## src/rtl/core/s2i_pkg.sv

```systemverilog
`timescale 1ns / 1ps
// ----------------------------------------------------------------------------
// s2i_pkg
// Shared types and constants of the string to integer parser.
// ----------------------------------------------------------------------------
package s2i_pkg;

    typedef logic [5:0] t_base;
    typedef logic [7:0] t_char;

    localparam t_base BASE_AUTO = 6'd0;
    localparam t_base BASE_OCT  = 6'd8;
    localparam t_base BASE_DEC  = 6'd10;
    localparam t_base BASE_HEX  = 6'd16;
    localparam t_base BASE_MAX  = 6'd36;
    localparam t_base BASE_RESET = BASE_DEC;

    localparam logic [5:0] DIGIT_NONE = 6'd63;

    localparam t_char CH_SPACE   = 8'h20;
    localparam t_char CH_TAB     = 8'h09;
    localparam t_char CH_NEWLINE = 8'h0A;
    localparam t_char CH_PLUS    = 8'h2B;
    localparam t_char CH_MINUS   = 8'h2D;
    localparam t_char CH_ZERO    = 8'h30;
    localparam t_char CH_NINE    = 8'h39;
    localparam t_char CH_UPPER_A = 8'h41;
    localparam t_char CH_UPPER_X = 8'h58;
    localparam t_char CH_UPPER_Z = 8'h5A;
    localparam t_char CH_LOWER_A = 8'h61;
    localparam t_char CH_LOWER_X = 8'h78;
    localparam t_char CH_LOWER_Z = 8'h7A;

    localparam int QUEUE_DEPTH = 2;
    localparam int QUEUE_AW    = $clog2(QUEUE_DEPTH);

    // one classified character as it travels from front to back
    typedef struct packed {
        logic       eos;
        logic       is_ws;
        logic       is_sign;
        logic       is_minus;
        logic       is_zero;
        logic       is_x;
        logic [5:0] digit;
    } t_cls;

endpackage

```

## src/rtl/core/s2i_char_if.sv

```systemverilog
`timescale 1ns / 1ps
// ----------------------------------------------------------------------------
// s2i_char_if
// Character channel: one ASCII byte and its end of string mark per transfer.
// ----------------------------------------------------------------------------
interface s2i_char_if;
    logic       valid;
    logic       ready;
    logic [7:0] char_byte;
    logic       end_of_string;

    modport source (output valid, output char_byte, output end_of_string, input ready);
    modport sink   (input valid, input char_byte, input end_of_string, output ready);
endinterface

```

## src/rtl/core/s2i_result_if.sv

```systemverilog
`timescale 1ns / 1ps
// ----------------------------------------------------------------------------
// s2i_result_if
// Result channel: parsed value, consumed byte count and bad base flag.
// ----------------------------------------------------------------------------
interface s2i_result_if;
    logic               valid;
    logic               ready;
    logic signed [63:0] parsed_value;
    logic        [7:0]  chars_consumed;
    logic               bad_base;

    modport source (output valid, output parsed_value, output chars_consumed,
                    output bad_base, input ready);
    modport sink   (input valid, input parsed_value, input chars_consumed,
                    input bad_base, output ready);
endinterface

```

## src/rtl/core/s2i_front.sv

```systemverilog
`timescale 1ns / 1ps
// ----------------------------------------------------------------------------
// s2i_front
// Accepts characters and classifies each one (whitespace, sign, prefix
// letters, digit value) before it enters the queue.
// ----------------------------------------------------------------------------
module s2i_front (
    s2i_char_if.sink    i_char,
    input  logic        i_full,
    output logic        o_push,
    output s2i_pkg::t_cls o_cls
);
    import s2i_pkg::*;

    t_char c;

    assign c            = i_char.char_byte;
    assign i_char.ready = !i_full;
    assign o_push       = i_char.valid && !i_full;

    always_comb begin
        o_cls          = '0;
        o_cls.eos      = i_char.end_of_string;
        o_cls.is_ws    = (c == CH_SPACE) || (c == CH_TAB) || (c == CH_NEWLINE);
        o_cls.is_sign  = (c == CH_PLUS) || (c == CH_MINUS);
        o_cls.is_minus = (c == CH_MINUS);
        o_cls.is_zero  = (c == CH_ZERO);
        o_cls.is_x     = (c == CH_LOWER_X) || (c == CH_UPPER_X);
        if (c >= CH_ZERO && c <= CH_NINE) begin
            o_cls.digit = 6'(c - CH_ZERO);
        end else if (c >= CH_LOWER_A && c <= CH_LOWER_Z) begin
            o_cls.digit = 6'(c - CH_LOWER_A + 8'd10);
        end else if (c >= CH_UPPER_A && c <= CH_UPPER_Z) begin
            o_cls.digit = 6'(c - CH_UPPER_A + 8'd10);
        end else begin
            o_cls.digit = DIGIT_NONE;
        end
    end

endmodule

```

## src/rtl/core/s2i_queue.sv

```systemverilog
`timescale 1ns / 1ps
// ----------------------------------------------------------------------------
// s2i_queue
// Short queue of classified characters between front and back.
// ----------------------------------------------------------------------------
module s2i_queue (
    input  logic          i_clk,
    input  logic          i_rst_n,
    input  logic          i_push,
    input  s2i_pkg::t_cls i_data,
    input  logic          i_pop,
    output s2i_pkg::t_cls o_data,
    output logic          o_full,
    output logic          o_empty
);
    import s2i_pkg::*;

    t_cls                r_mem [QUEUE_DEPTH];
    logic [QUEUE_AW-1:0] r_wr_ptr;
    logic [QUEUE_AW-1:0] r_rd_ptr;
    logic [QUEUE_AW:0]   r_count;

    assign o_full  = (r_count == (QUEUE_AW+1)'(QUEUE_DEPTH));
    assign o_empty = (r_count == '0);
    assign o_data  = r_mem[r_rd_ptr];

    always_ff @(posedge i_clk) begin
        if (!i_rst_n) begin
            r_wr_ptr <= '0;
            r_rd_ptr <= '0;
            r_count  <= '0;
        end else begin
            if (i_push) begin
                r_wr_ptr <= r_wr_ptr + 1'b1;
            end
            if (i_pop) begin
                r_rd_ptr <= r_rd_ptr + 1'b1;
            end
            if (i_push && !i_pop) begin
                r_count <= r_count + 1'b1;
            end else if (!i_push && i_pop) begin
                r_count <= r_count - 1'b1;
            end
        end
    end

    always_ff @(posedge i_clk) begin
        if (i_push) begin
            r_mem[r_wr_ptr] <= i_data;
        end
    end

endmodule

```

## src/rtl/core/s2i_back.sv

```systemverilog
`timescale 1ns / 1ps
// ----------------------------------------------------------------------------
// s2i_back
// Parse state machine: base latch, sign, prefix, multiply-add accumulate,
// and the registered result stage.
// ----------------------------------------------------------------------------
module s2i_back #(
    parameter int MAX_LEN = 255
) (
    input  logic           i_clk,
    input  logic           i_rst_n,
    input  s2i_pkg::t_base i_base_select,
    input  s2i_pkg::t_cls  i_cls,
    input  logic           i_empty,
    output logic           o_pop,
    s2i_result_if.source   o_result
);
    import s2i_pkg::*;

    localparam int CW = $clog2(MAX_LEN + 1);

    typedef enum logic [2:0] {
        PH_WS,
        PH_PREFIX,
        PH_ZERO,
        PH_DIGITS,
        PH_DONE
    } t_phase;

    t_phase        r_phase,   n_phase;
    logic          r_neg,     n_neg;
    logic [63:0]   r_acc,     n_acc;
    logic [CW-1:0] r_cnt,     n_cnt;
    t_base         r_base,    n_base;

    logic          r_out_valid, n_out_valid;
    logic [63:0]   r_out_acc,   n_out_acc;
    logic          r_out_neg,   n_out_neg;
    logic          r_out_bad,   n_out_bad;
    logic [7:0]    r_out_cnt,   n_out_cnt;

    logic          slot_free;
    logic          take_pre;
    logic          take_dig;
    logic          bump;
    logic          bad;
    t_base         pre_base;

    function automatic logic base_is_bad(t_base b);
        return (b == 6'd1) || (b > BASE_MAX);
    endfunction

    assign slot_free = !r_out_valid || o_result.ready;
    assign o_pop     = !i_empty && (!i_cls.eos || slot_free);

    assign o_result.valid          = r_out_valid;
    assign o_result.parsed_value   = r_out_neg ? -$signed(r_out_acc) : $signed(r_out_acc);
    assign o_result.chars_consumed = r_out_cnt;
    assign o_result.bad_base       = r_out_bad;

    always_comb begin
        n_phase     = r_phase;
        n_neg       = r_neg;
        n_acc       = r_acc;
        n_cnt       = r_cnt;
        n_base      = r_base;
        n_out_valid = r_out_valid && !o_result.ready;
        n_out_acc   = r_out_acc;
        n_out_neg   = r_out_neg;
        n_out_bad   = r_out_bad;
        n_out_cnt   = r_out_cnt;
        take_pre    = 1'b0;
        take_dig    = 1'b0;
        bump        = 1'b0;
        bad         = 1'b0;
        pre_base    = r_base;

        if (o_pop) begin
            unique case (r_phase)
                PH_WS: begin
                    if (i_cls.is_ws) begin
                        bump = 1'b1;
                    end else begin
                        n_base   = i_base_select;
                        pre_base = i_base_select;
                        if (i_cls.is_sign) begin
                            n_neg   = i_cls.is_minus;
                            bump    = 1'b1;
                            n_phase = base_is_bad(i_base_select) ? PH_DONE : PH_PREFIX;
                        end else if (base_is_bad(i_base_select)) begin
                            n_phase = PH_DONE;
                        end else begin
                            take_pre = 1'b1;
                        end
                    end
                end
                PH_PREFIX: take_pre = 1'b1;
                PH_ZERO: begin
                    if (i_cls.is_x) begin
                        n_base  = BASE_HEX;
                        bump    = 1'b1;
                        n_phase = PH_DIGITS;
                    end else begin
                        take_dig = 1'b1;
                    end
                end
                PH_DIGITS: take_dig = 1'b1;
                default:   n_phase = PH_DONE;
            endcase

            // optional leading zero, octal detect or hex prefix start
            if (take_pre) begin
                if (i_cls.is_zero && (pre_base == BASE_AUTO || pre_base == BASE_HEX)) begin
                    n_base  = (pre_base == BASE_AUTO) ? BASE_OCT : pre_base;
                    bump    = 1'b1;
                    n_phase = PH_ZERO;
                end else begin
                    n_base   = (pre_base == BASE_AUTO) ? BASE_DEC : pre_base;
                    take_dig = 1'b1;
                end
            end

            if (take_dig) begin
                if (i_cls.digit >= n_base) begin
                    n_phase = PH_DONE;
                end else begin
                    n_acc   = r_acc * 64'(n_base) + 64'(i_cls.digit);
                    bump    = 1'b1;
                    n_phase = PH_DIGITS;
                end
            end

            if (bump && r_cnt < CW'(MAX_LEN)) begin
                n_cnt = r_cnt + 1'b1;
            end

            if (i_cls.eos) begin
                bad         = base_is_bad((n_phase == PH_WS) ? i_base_select : n_base);
                n_out_valid = 1'b1;
                n_out_acc   = bad ? '0 : n_acc;
                n_out_neg   = n_neg && !bad;
                n_out_bad   = bad;
                n_out_cnt   = 8'(n_cnt);
                n_phase     = PH_WS;
                n_neg       = 1'b0;
                n_acc       = '0;
                n_cnt       = '0;
                n_base      = BASE_AUTO;
            end
        end
    end

    always_ff @(posedge i_clk) begin
        if (!i_rst_n) begin
            r_phase     <= PH_WS;
            r_neg       <= 1'b0;
            r_acc       <= '0;
            r_cnt       <= '0;
            r_base      <= BASE_AUTO;
            r_out_valid <= 1'b0;
        end else begin
            r_phase     <= n_phase;
            r_neg       <= n_neg;
            r_acc       <= n_acc;
            r_cnt       <= n_cnt;
            r_base      <= n_base;
            r_out_valid <= n_out_valid;
        end
        r_out_acc <= n_out_acc;
        r_out_neg <= n_out_neg;
        r_out_bad <= n_out_bad;
        r_out_cnt <= n_out_cnt;
    end

endmodule

```

## src/rtl/core/string_to_integer_parser_top.sv

```systemverilog
`timescale 1ns / 1ps
// ----------------------------------------------------------------------------
// string_to_integer_parser_top
// Streaming strtol-style parser: one ASCII byte per transfer in, one signed
// 64-bit result per string out.
// Throughput: one byte per cycle while no end of string byte waits on a
// stalled result; the accumulator multiply-add is combinational.
// Path: the end of string byte is written into the queue, popped by the
// back stage and registered into the result stage that drives valid.
// Reset: synchronous active low; clears queue, parse state and result valid,
// base_select returns to 10.
// ----------------------------------------------------------------------------
module string_to_integer_parser_top #(
    parameter int MAX_LEN = 255
) (
    input  logic           i_clk,
    input  logic           i_rst_n,
    input  logic           i_cfg_we,
    input  s2i_pkg::t_base i_cfg_base_select,
    s2i_char_if.sink       i_char,
    s2i_result_if.source   o_result
);
    import s2i_pkg::*;

    t_base r_base_select;
    t_cls  front_cls;
    t_cls  queue_cls;
    logic  push;
    logic  pop;
    logic  full;
    logic  empty;

    always_ff @(posedge i_clk) begin
        if (!i_rst_n) begin
            r_base_select <= BASE_RESET;
        end else if (i_cfg_we) begin
            r_base_select <= i_cfg_base_select;
        end
    end

    s2i_front u_front (
        .i_char (i_char),
        .i_full (full),
        .o_push (push),
        .o_cls  (front_cls)
    );

    s2i_queue u_queue (
        .i_clk   (i_clk),
        .i_rst_n (i_rst_n),
        .i_push  (push),
        .i_data  (front_cls),
        .i_pop   (pop),
        .o_data  (queue_cls),
        .o_full  (full),
        .o_empty (empty)
    );

    s2i_back #(
        .MAX_LEN (MAX_LEN)
    ) u_back (
        .i_clk         (i_clk),
        .i_rst_n       (i_rst_n),
        .i_base_select (r_base_select),
        .i_cls         (queue_cls),
        .i_empty       (empty),
        .o_pop         (pop),
        .o_result      (o_result)
    );

endmodule

```

## src/flat_wrapper.sv

```systemverilog
// flat-port wrapper written by rule: the top's interface ports become plain ports
module string_to_integer_parser_top_flat import s2i_pkg::*;
#(
    parameter int MAX_LEN = 255
)
  (i_clk, i_rst_n, i_cfg_we, i_cfg_base_select, i_char_valid, i_char_char_byte, i_char_end_of_string, i_char_ready, o_result_valid, o_result_parsed_value, o_result_chars_consumed, o_result_bad_base, o_result_ready);
  s2i_char_if i_char_i ();
  s2i_result_if o_result_i ();
  input  logic i_clk;
  input  logic i_rst_n;
  input  logic i_cfg_we;
  input  s2i_pkg::t_base i_cfg_base_select;
  input wire logic [$bits(i_char_i.valid)-1:0] i_char_valid;
  input wire logic [$bits(i_char_i.char_byte)-1:0] i_char_char_byte;
  input wire logic [$bits(i_char_i.end_of_string)-1:0] i_char_end_of_string;
  output wire logic [$bits(i_char_i.ready)-1:0] i_char_ready;
  output wire logic [$bits(o_result_i.valid)-1:0] o_result_valid;
  output wire logic [$bits(o_result_i.parsed_value)-1:0] o_result_parsed_value;
  output wire logic [$bits(o_result_i.chars_consumed)-1:0] o_result_chars_consumed;
  output wire logic [$bits(o_result_i.bad_base)-1:0] o_result_bad_base;
  input wire logic [$bits(o_result_i.ready)-1:0] o_result_ready;
  assign i_char_i.valid = i_char_valid;
  assign i_char_i.char_byte = i_char_char_byte;
  assign i_char_i.end_of_string = i_char_end_of_string;
  assign i_char_ready = i_char_i.ready;
  assign o_result_valid = o_result_i.valid;
  assign o_result_parsed_value = o_result_i.parsed_value;
  assign o_result_chars_consumed = o_result_i.chars_consumed;
  assign o_result_bad_base = o_result_i.bad_base;
  assign o_result_i.ready = o_result_ready;
  string_to_integer_parser_top #(.MAX_LEN(MAX_LEN)) u_core (.i_clk(i_clk), .i_rst_n(i_rst_n), .i_cfg_we(i_cfg_we), .i_cfg_base_select(i_cfg_base_select), .i_char(i_char_i), .o_result(o_result_i));
endmodule
```

## config.mk

```make
export PLATFORM = sky130hd
export DESIGN_NAME = string_to_integer_parser_top_flat
export DESIGN_NICKNAME = d
export VERILOG_FILES = /design/src/rtl/core/s2i_pkg.sv /design/src/rtl/core/s2i_char_if.sv /design/src/rtl/core/s2i_result_if.sv /design/src/rtl/core/s2i_front.sv /design/src/rtl/core/s2i_queue.sv /design/src/rtl/core/s2i_back.sv /design/src/rtl/core/string_to_integer_parser_top.sv /design/src/flat_wrapper.sv
export SDC_FILE = /design/constraint.sdc
export NUM_CORES = 1
export LEC_CHECK = 0
export ABC_AREA = 1
export BUFFER_PORTS_ARGS = -buffer_cell sky130_fd_sc_hd__buf_2
export CAP_MARGIN = 20
export CORE_ASPECT_RATIO = 0.7
export CORE_MARGIN = 5
export CORE_UTILIZATION = 39
export DETAILED_ROUTE_END_ITERATION = 6
export GPL_TIMING_DRIVEN = 0
export PLACE_DENSITY = 0.59
export SETUP_SLACK_MARGIN = 0.5
export SYNTH_ARGS = -nofsm -noshare
export SYNTH_HDL_FRONTEND = slang
export SYNTH_HIERARCHICAL = 1
export SYNTH_SLANG_ARGS = --single-unit
```

## constraint.sdc

```tcl
create_clock -name i_clk -period 8.6 [get_ports i_clk]
set_clock_uncertainty 0.15 [all_clocks]
set_input_delay 0.43 -clock i_clk [delete_from_list [all_inputs] [get_ports i_clk]]
set_output_delay 0.43 -clock i_clk [all_outputs]
set_load 0.05 [all_outputs]
```

==> results.yml <==
global_routing:
  via_count_of_the_first_global_routing_pass: 19700
  grt_pass1_wl_um: 117000
  grt_antenna_before_repair: 3
  grt_util_all_layers: 0.241
  grt_remaining_overflow: 0
  grt_start_max_net_pins: 74
detailed_routing:
  totalWireLength_um: 75500
  drt-pass1-iter-count: 6
  drt.antenna.violating_nets: 0
  post_drt_via_cell_ratio: 5.24
  wire_per_inst_um: 19.5
  vias: 20300
  first_iteration_detailed_routing_drc_count: 1909
  drc_errors: 0
die:
  floorplan.core_area_um2: 57000
  floorplan.initialDensity: 0.396
  core.rowCount: 73
  chipHeight_um: 211
  design.die.area_um2: 62900
  die-width_um: 298
  ios: 95
synthesis:
  synth.yosys.warnings: 6
  synth_fp_nets: 3388
  yosys-top-cells-area: "fa_1, edfxtp_1, nor2_1, nand2_1, dfxtp_1"
  synth.yosys.seq_area_share: 0.214
  synth_area_um2: 22600
  synthCells: 2982
  number_of_enable_type_register_cells_in_the_synthesized_netlist: 98
  post-synth-top-area-cell: "fa_1"
  synthesis.area_per_instance_um2: 7.57
  ys_seq_elements: 192
  async_flop_share: 0
  ys.flop_type: "edfxtp_1"
  yosysTopAreaCellShare: 0.213
  yosysUniqueCellTypes: 58
placement:
  total_placed_instance_area_um2: 24000
  io_buffer_count: 90
  dp_hpwl_um: 62500
  finalWeightedCongestion: 0.986
setup_path:
  timing.critical_path.fanout_max: 10
  crit_top_cell: "nand2_1"
  setup.reg_to_reg.worst_slack_ps: 840
  critical-path-max-stage-delay_ps: 540
  critical_path_class: "flop to flop"
  worst_ep_arrival_time_ps: 7820
  cp_data_required_time_ps: 8660
  startpoint_type_of_the_worst_setup_path: "flop"
  timing.critical_path.slowest_stage_cell: "fa_1"
  critPathCaptureType: "flop"
clock_tree:
  cts_tree: "done"
  clk_transition_reported_paths_ps: 70
  clock-root-buffer: "clkbuf_16"
  cts.sink_count: 192
  clock_tree.buffer_depth: 2
  cts_buffers: 17
  postCtsSetupBuffers: 0
  htree_levels: 4
  worstSkewPairLatency_ps: 480
final_layout:
  layout.cells.most_common_list: "nor2_1, nand2_1, inv_1, fa_1, a21oi_1"
  multi_input_comb_area_um2: 15900
  areaGrowthSynthToFinish_pct: 9.68
  most_common_library_cell_in_the_layout_ignoring_fill_and_taps: "nor2_1"
  num_antenna_cells: 0
  fillers: 5887
  layout-drive-gt1-share: 0.0796
  finish.net_count: 3509
  design_area_um2: 24800
  final-seq-area_um2: 4820
timing:
  slew_viol_final: 0
  setup_repair_after_global_routing_missed_its_margin: "no"
  setup-violations-final: 0
  max_slew.worst_pin.slew_ps: 1160
  finalHoldViolCount: 0
  ratio_of_final_minimum_period_to_clock_period: 0.902
  slew-limit-headroom: 0.222
  final_period_minus_worst_setup_slack_ps: 7760
  max_freq_mhz: 129
pwr:
  totalPowerFinal_mw: 7.50
  power_density_cells_nw_per_um2: 303
  ir_drop_worst_vdd_mv: 0.201
  static-leakage-power_nw: 11.4
worst_hold_path:
  holdCritPathClass: "primary input to flop"
run_status:
  run_status: "finished clean"
flow_run:
  timing.max_cap.violations: 0
==> final timing paths <==
| check | start | end | depth (start not counted) |
|---|---|---|---|
| hold / removal | i_cfg_we | u_core/r_base_select[5]$_SDFFE_PN0P_ | 4 |
| setup reg to reg | flop | u_core/u_back/r_out_acc[56]$_SDFFCE_PN0P_ | 30 |
| hold reg to reg | u_core/u_back/r_acc[51]$_SDFFE_PN0P_ | u_core/u_back/r_acc[51]$_SDFFE_PN0P_ | 2 |
| setup / recovery | flop | u_core/u_back/r_out_acc[56]$_SDFFCE_PN0P_ | 30 |
==> critical path, delay by kind of cell (launching register included) <==
family / cells / cell delay, ps
XOR/XNOR: 1 / 210
AO/OA/AOI/OAI: 6 / 1240
AND/OR/NAND/NOR: 12 / 1790
flip-flops: 1 / 390
multiplexers: 1 / 350
buffers and inverters: 5 / 1150
adder cells (fa/ha/maj): 5 / 2200
==> report_power, final <==
part | internal (mW) | switching, mW | total (mW)
Clock | 0.409 | 0.398 | 0.807
Combinational | 1.28 | 3.93 | 5.20
Sequential | 1.30 | 0.189 | 1.49
==> kinds of logic after synthesis <==
logic type | after synthesis | synth area share
compound gates | 398 | 0.0999
mux | 21 | 0.0116
fa+ha+maj | 386 | 0.294
flops | 192 | 0.214
buf+inv | 478 | 0.0838
simple gates | 1385 | 0.250
xor+xnor | 122 | 0.0473
==> synthesized netlist by cell type (13+ instances only) <==
cell type  count
nand2_1      539
clkbuf_1      57
xor2_1        63
o211ai_1      13
o21ai_0      111
xnor2_1       59
nand4_1       22
nor3_1        24
a21oi_1      163
buf_1         20
fa_1         240
a21o_1        13
o22ai_1       26
a31oi_1       18
nand3_1      110
dfxtp_1       94
ha_1         146
nor4_1        22
nor2_1       632
inv_2         14
inv_1        365
edfxtp_1      98
==> cell type report <==
cell class / count / area share
Tap cell: 750 / 0.0379
Clock buffer: 21 / 0.0191
Buffer: 96 / 0.0201
Sequential cell: 192 / 0.195
Timing Repair Buffer: 102 / 0.0236
Inverter: 382 / 0.0582
Clock inverter: 11 / 0.00450
Multi-Input combinational cell: 2312 / 0.642
==> timing repair <==
item	in CTS	in global routing
hold endpoints to repair	4	0
pin swaps	0	0
endpoints found under the setup margin	69	78
gates cloned	0	0
hold buffers	3	0
resized for setup	15	53
==> stage by stage <==
| step | setup WS [ps] | setup TNS (ps) | util | hold slack [ps] | instances |
|---|---|---|---|---|---|
| floorplan | 1980 | 0 | - | 295 | 2982 |
| global placement | -272 | -1860 | 0.420 | 304 | 3822 |
| detailed placement | -131 | -430 | 0.422 | 307 | 3826 |
| CTS | 461 | 0 | 0.433 | 31.4 | 3861 |
| global route | 502 | 0 | 0.434 | 70.2 | 3866 |
| finish | 842 | 0 | 0.434 | 56.0 | 3866 |
==> layer usage <==
layer | global-route usage | up-vias | routed length, um
met5 | 0.0208 | - | 196
met2 | 0.324 | 819 | 28500
met3 | 0.117 | 110 | 10000
met4 | 0.0695 | 6 | 1950
met1 | 0.341 | 9561 | 34900
li1 | - | 9779 | -
==> state kept, by name (all words and copies together), names as in the netlist, named ones only <==
register,cells
u_core/r_base_select,6
u_core/u_back/r_out_neg,1
u_core/u_back/r_out_acc,64
u_core/u_back/o_result.chars_consumed,8
u_core/u_queue/r_mem,24
u_core/u_queue/r_wr_ptr,1
u_core/u_back/o_result.bad_base,1
u_core/u_back/r_acc,64
u_core/u_back/r_base,6
u_core/u_back/o_result.valid,1
u_core/u_queue/r_count,2
u_core/u_back/r_cnt,8
u_core/u_back/r_phase,3
u_core/u_queue/r_rd_ptr,1
u_core/u_back/r_neg,1
Power figures use the tool's default switching activity.
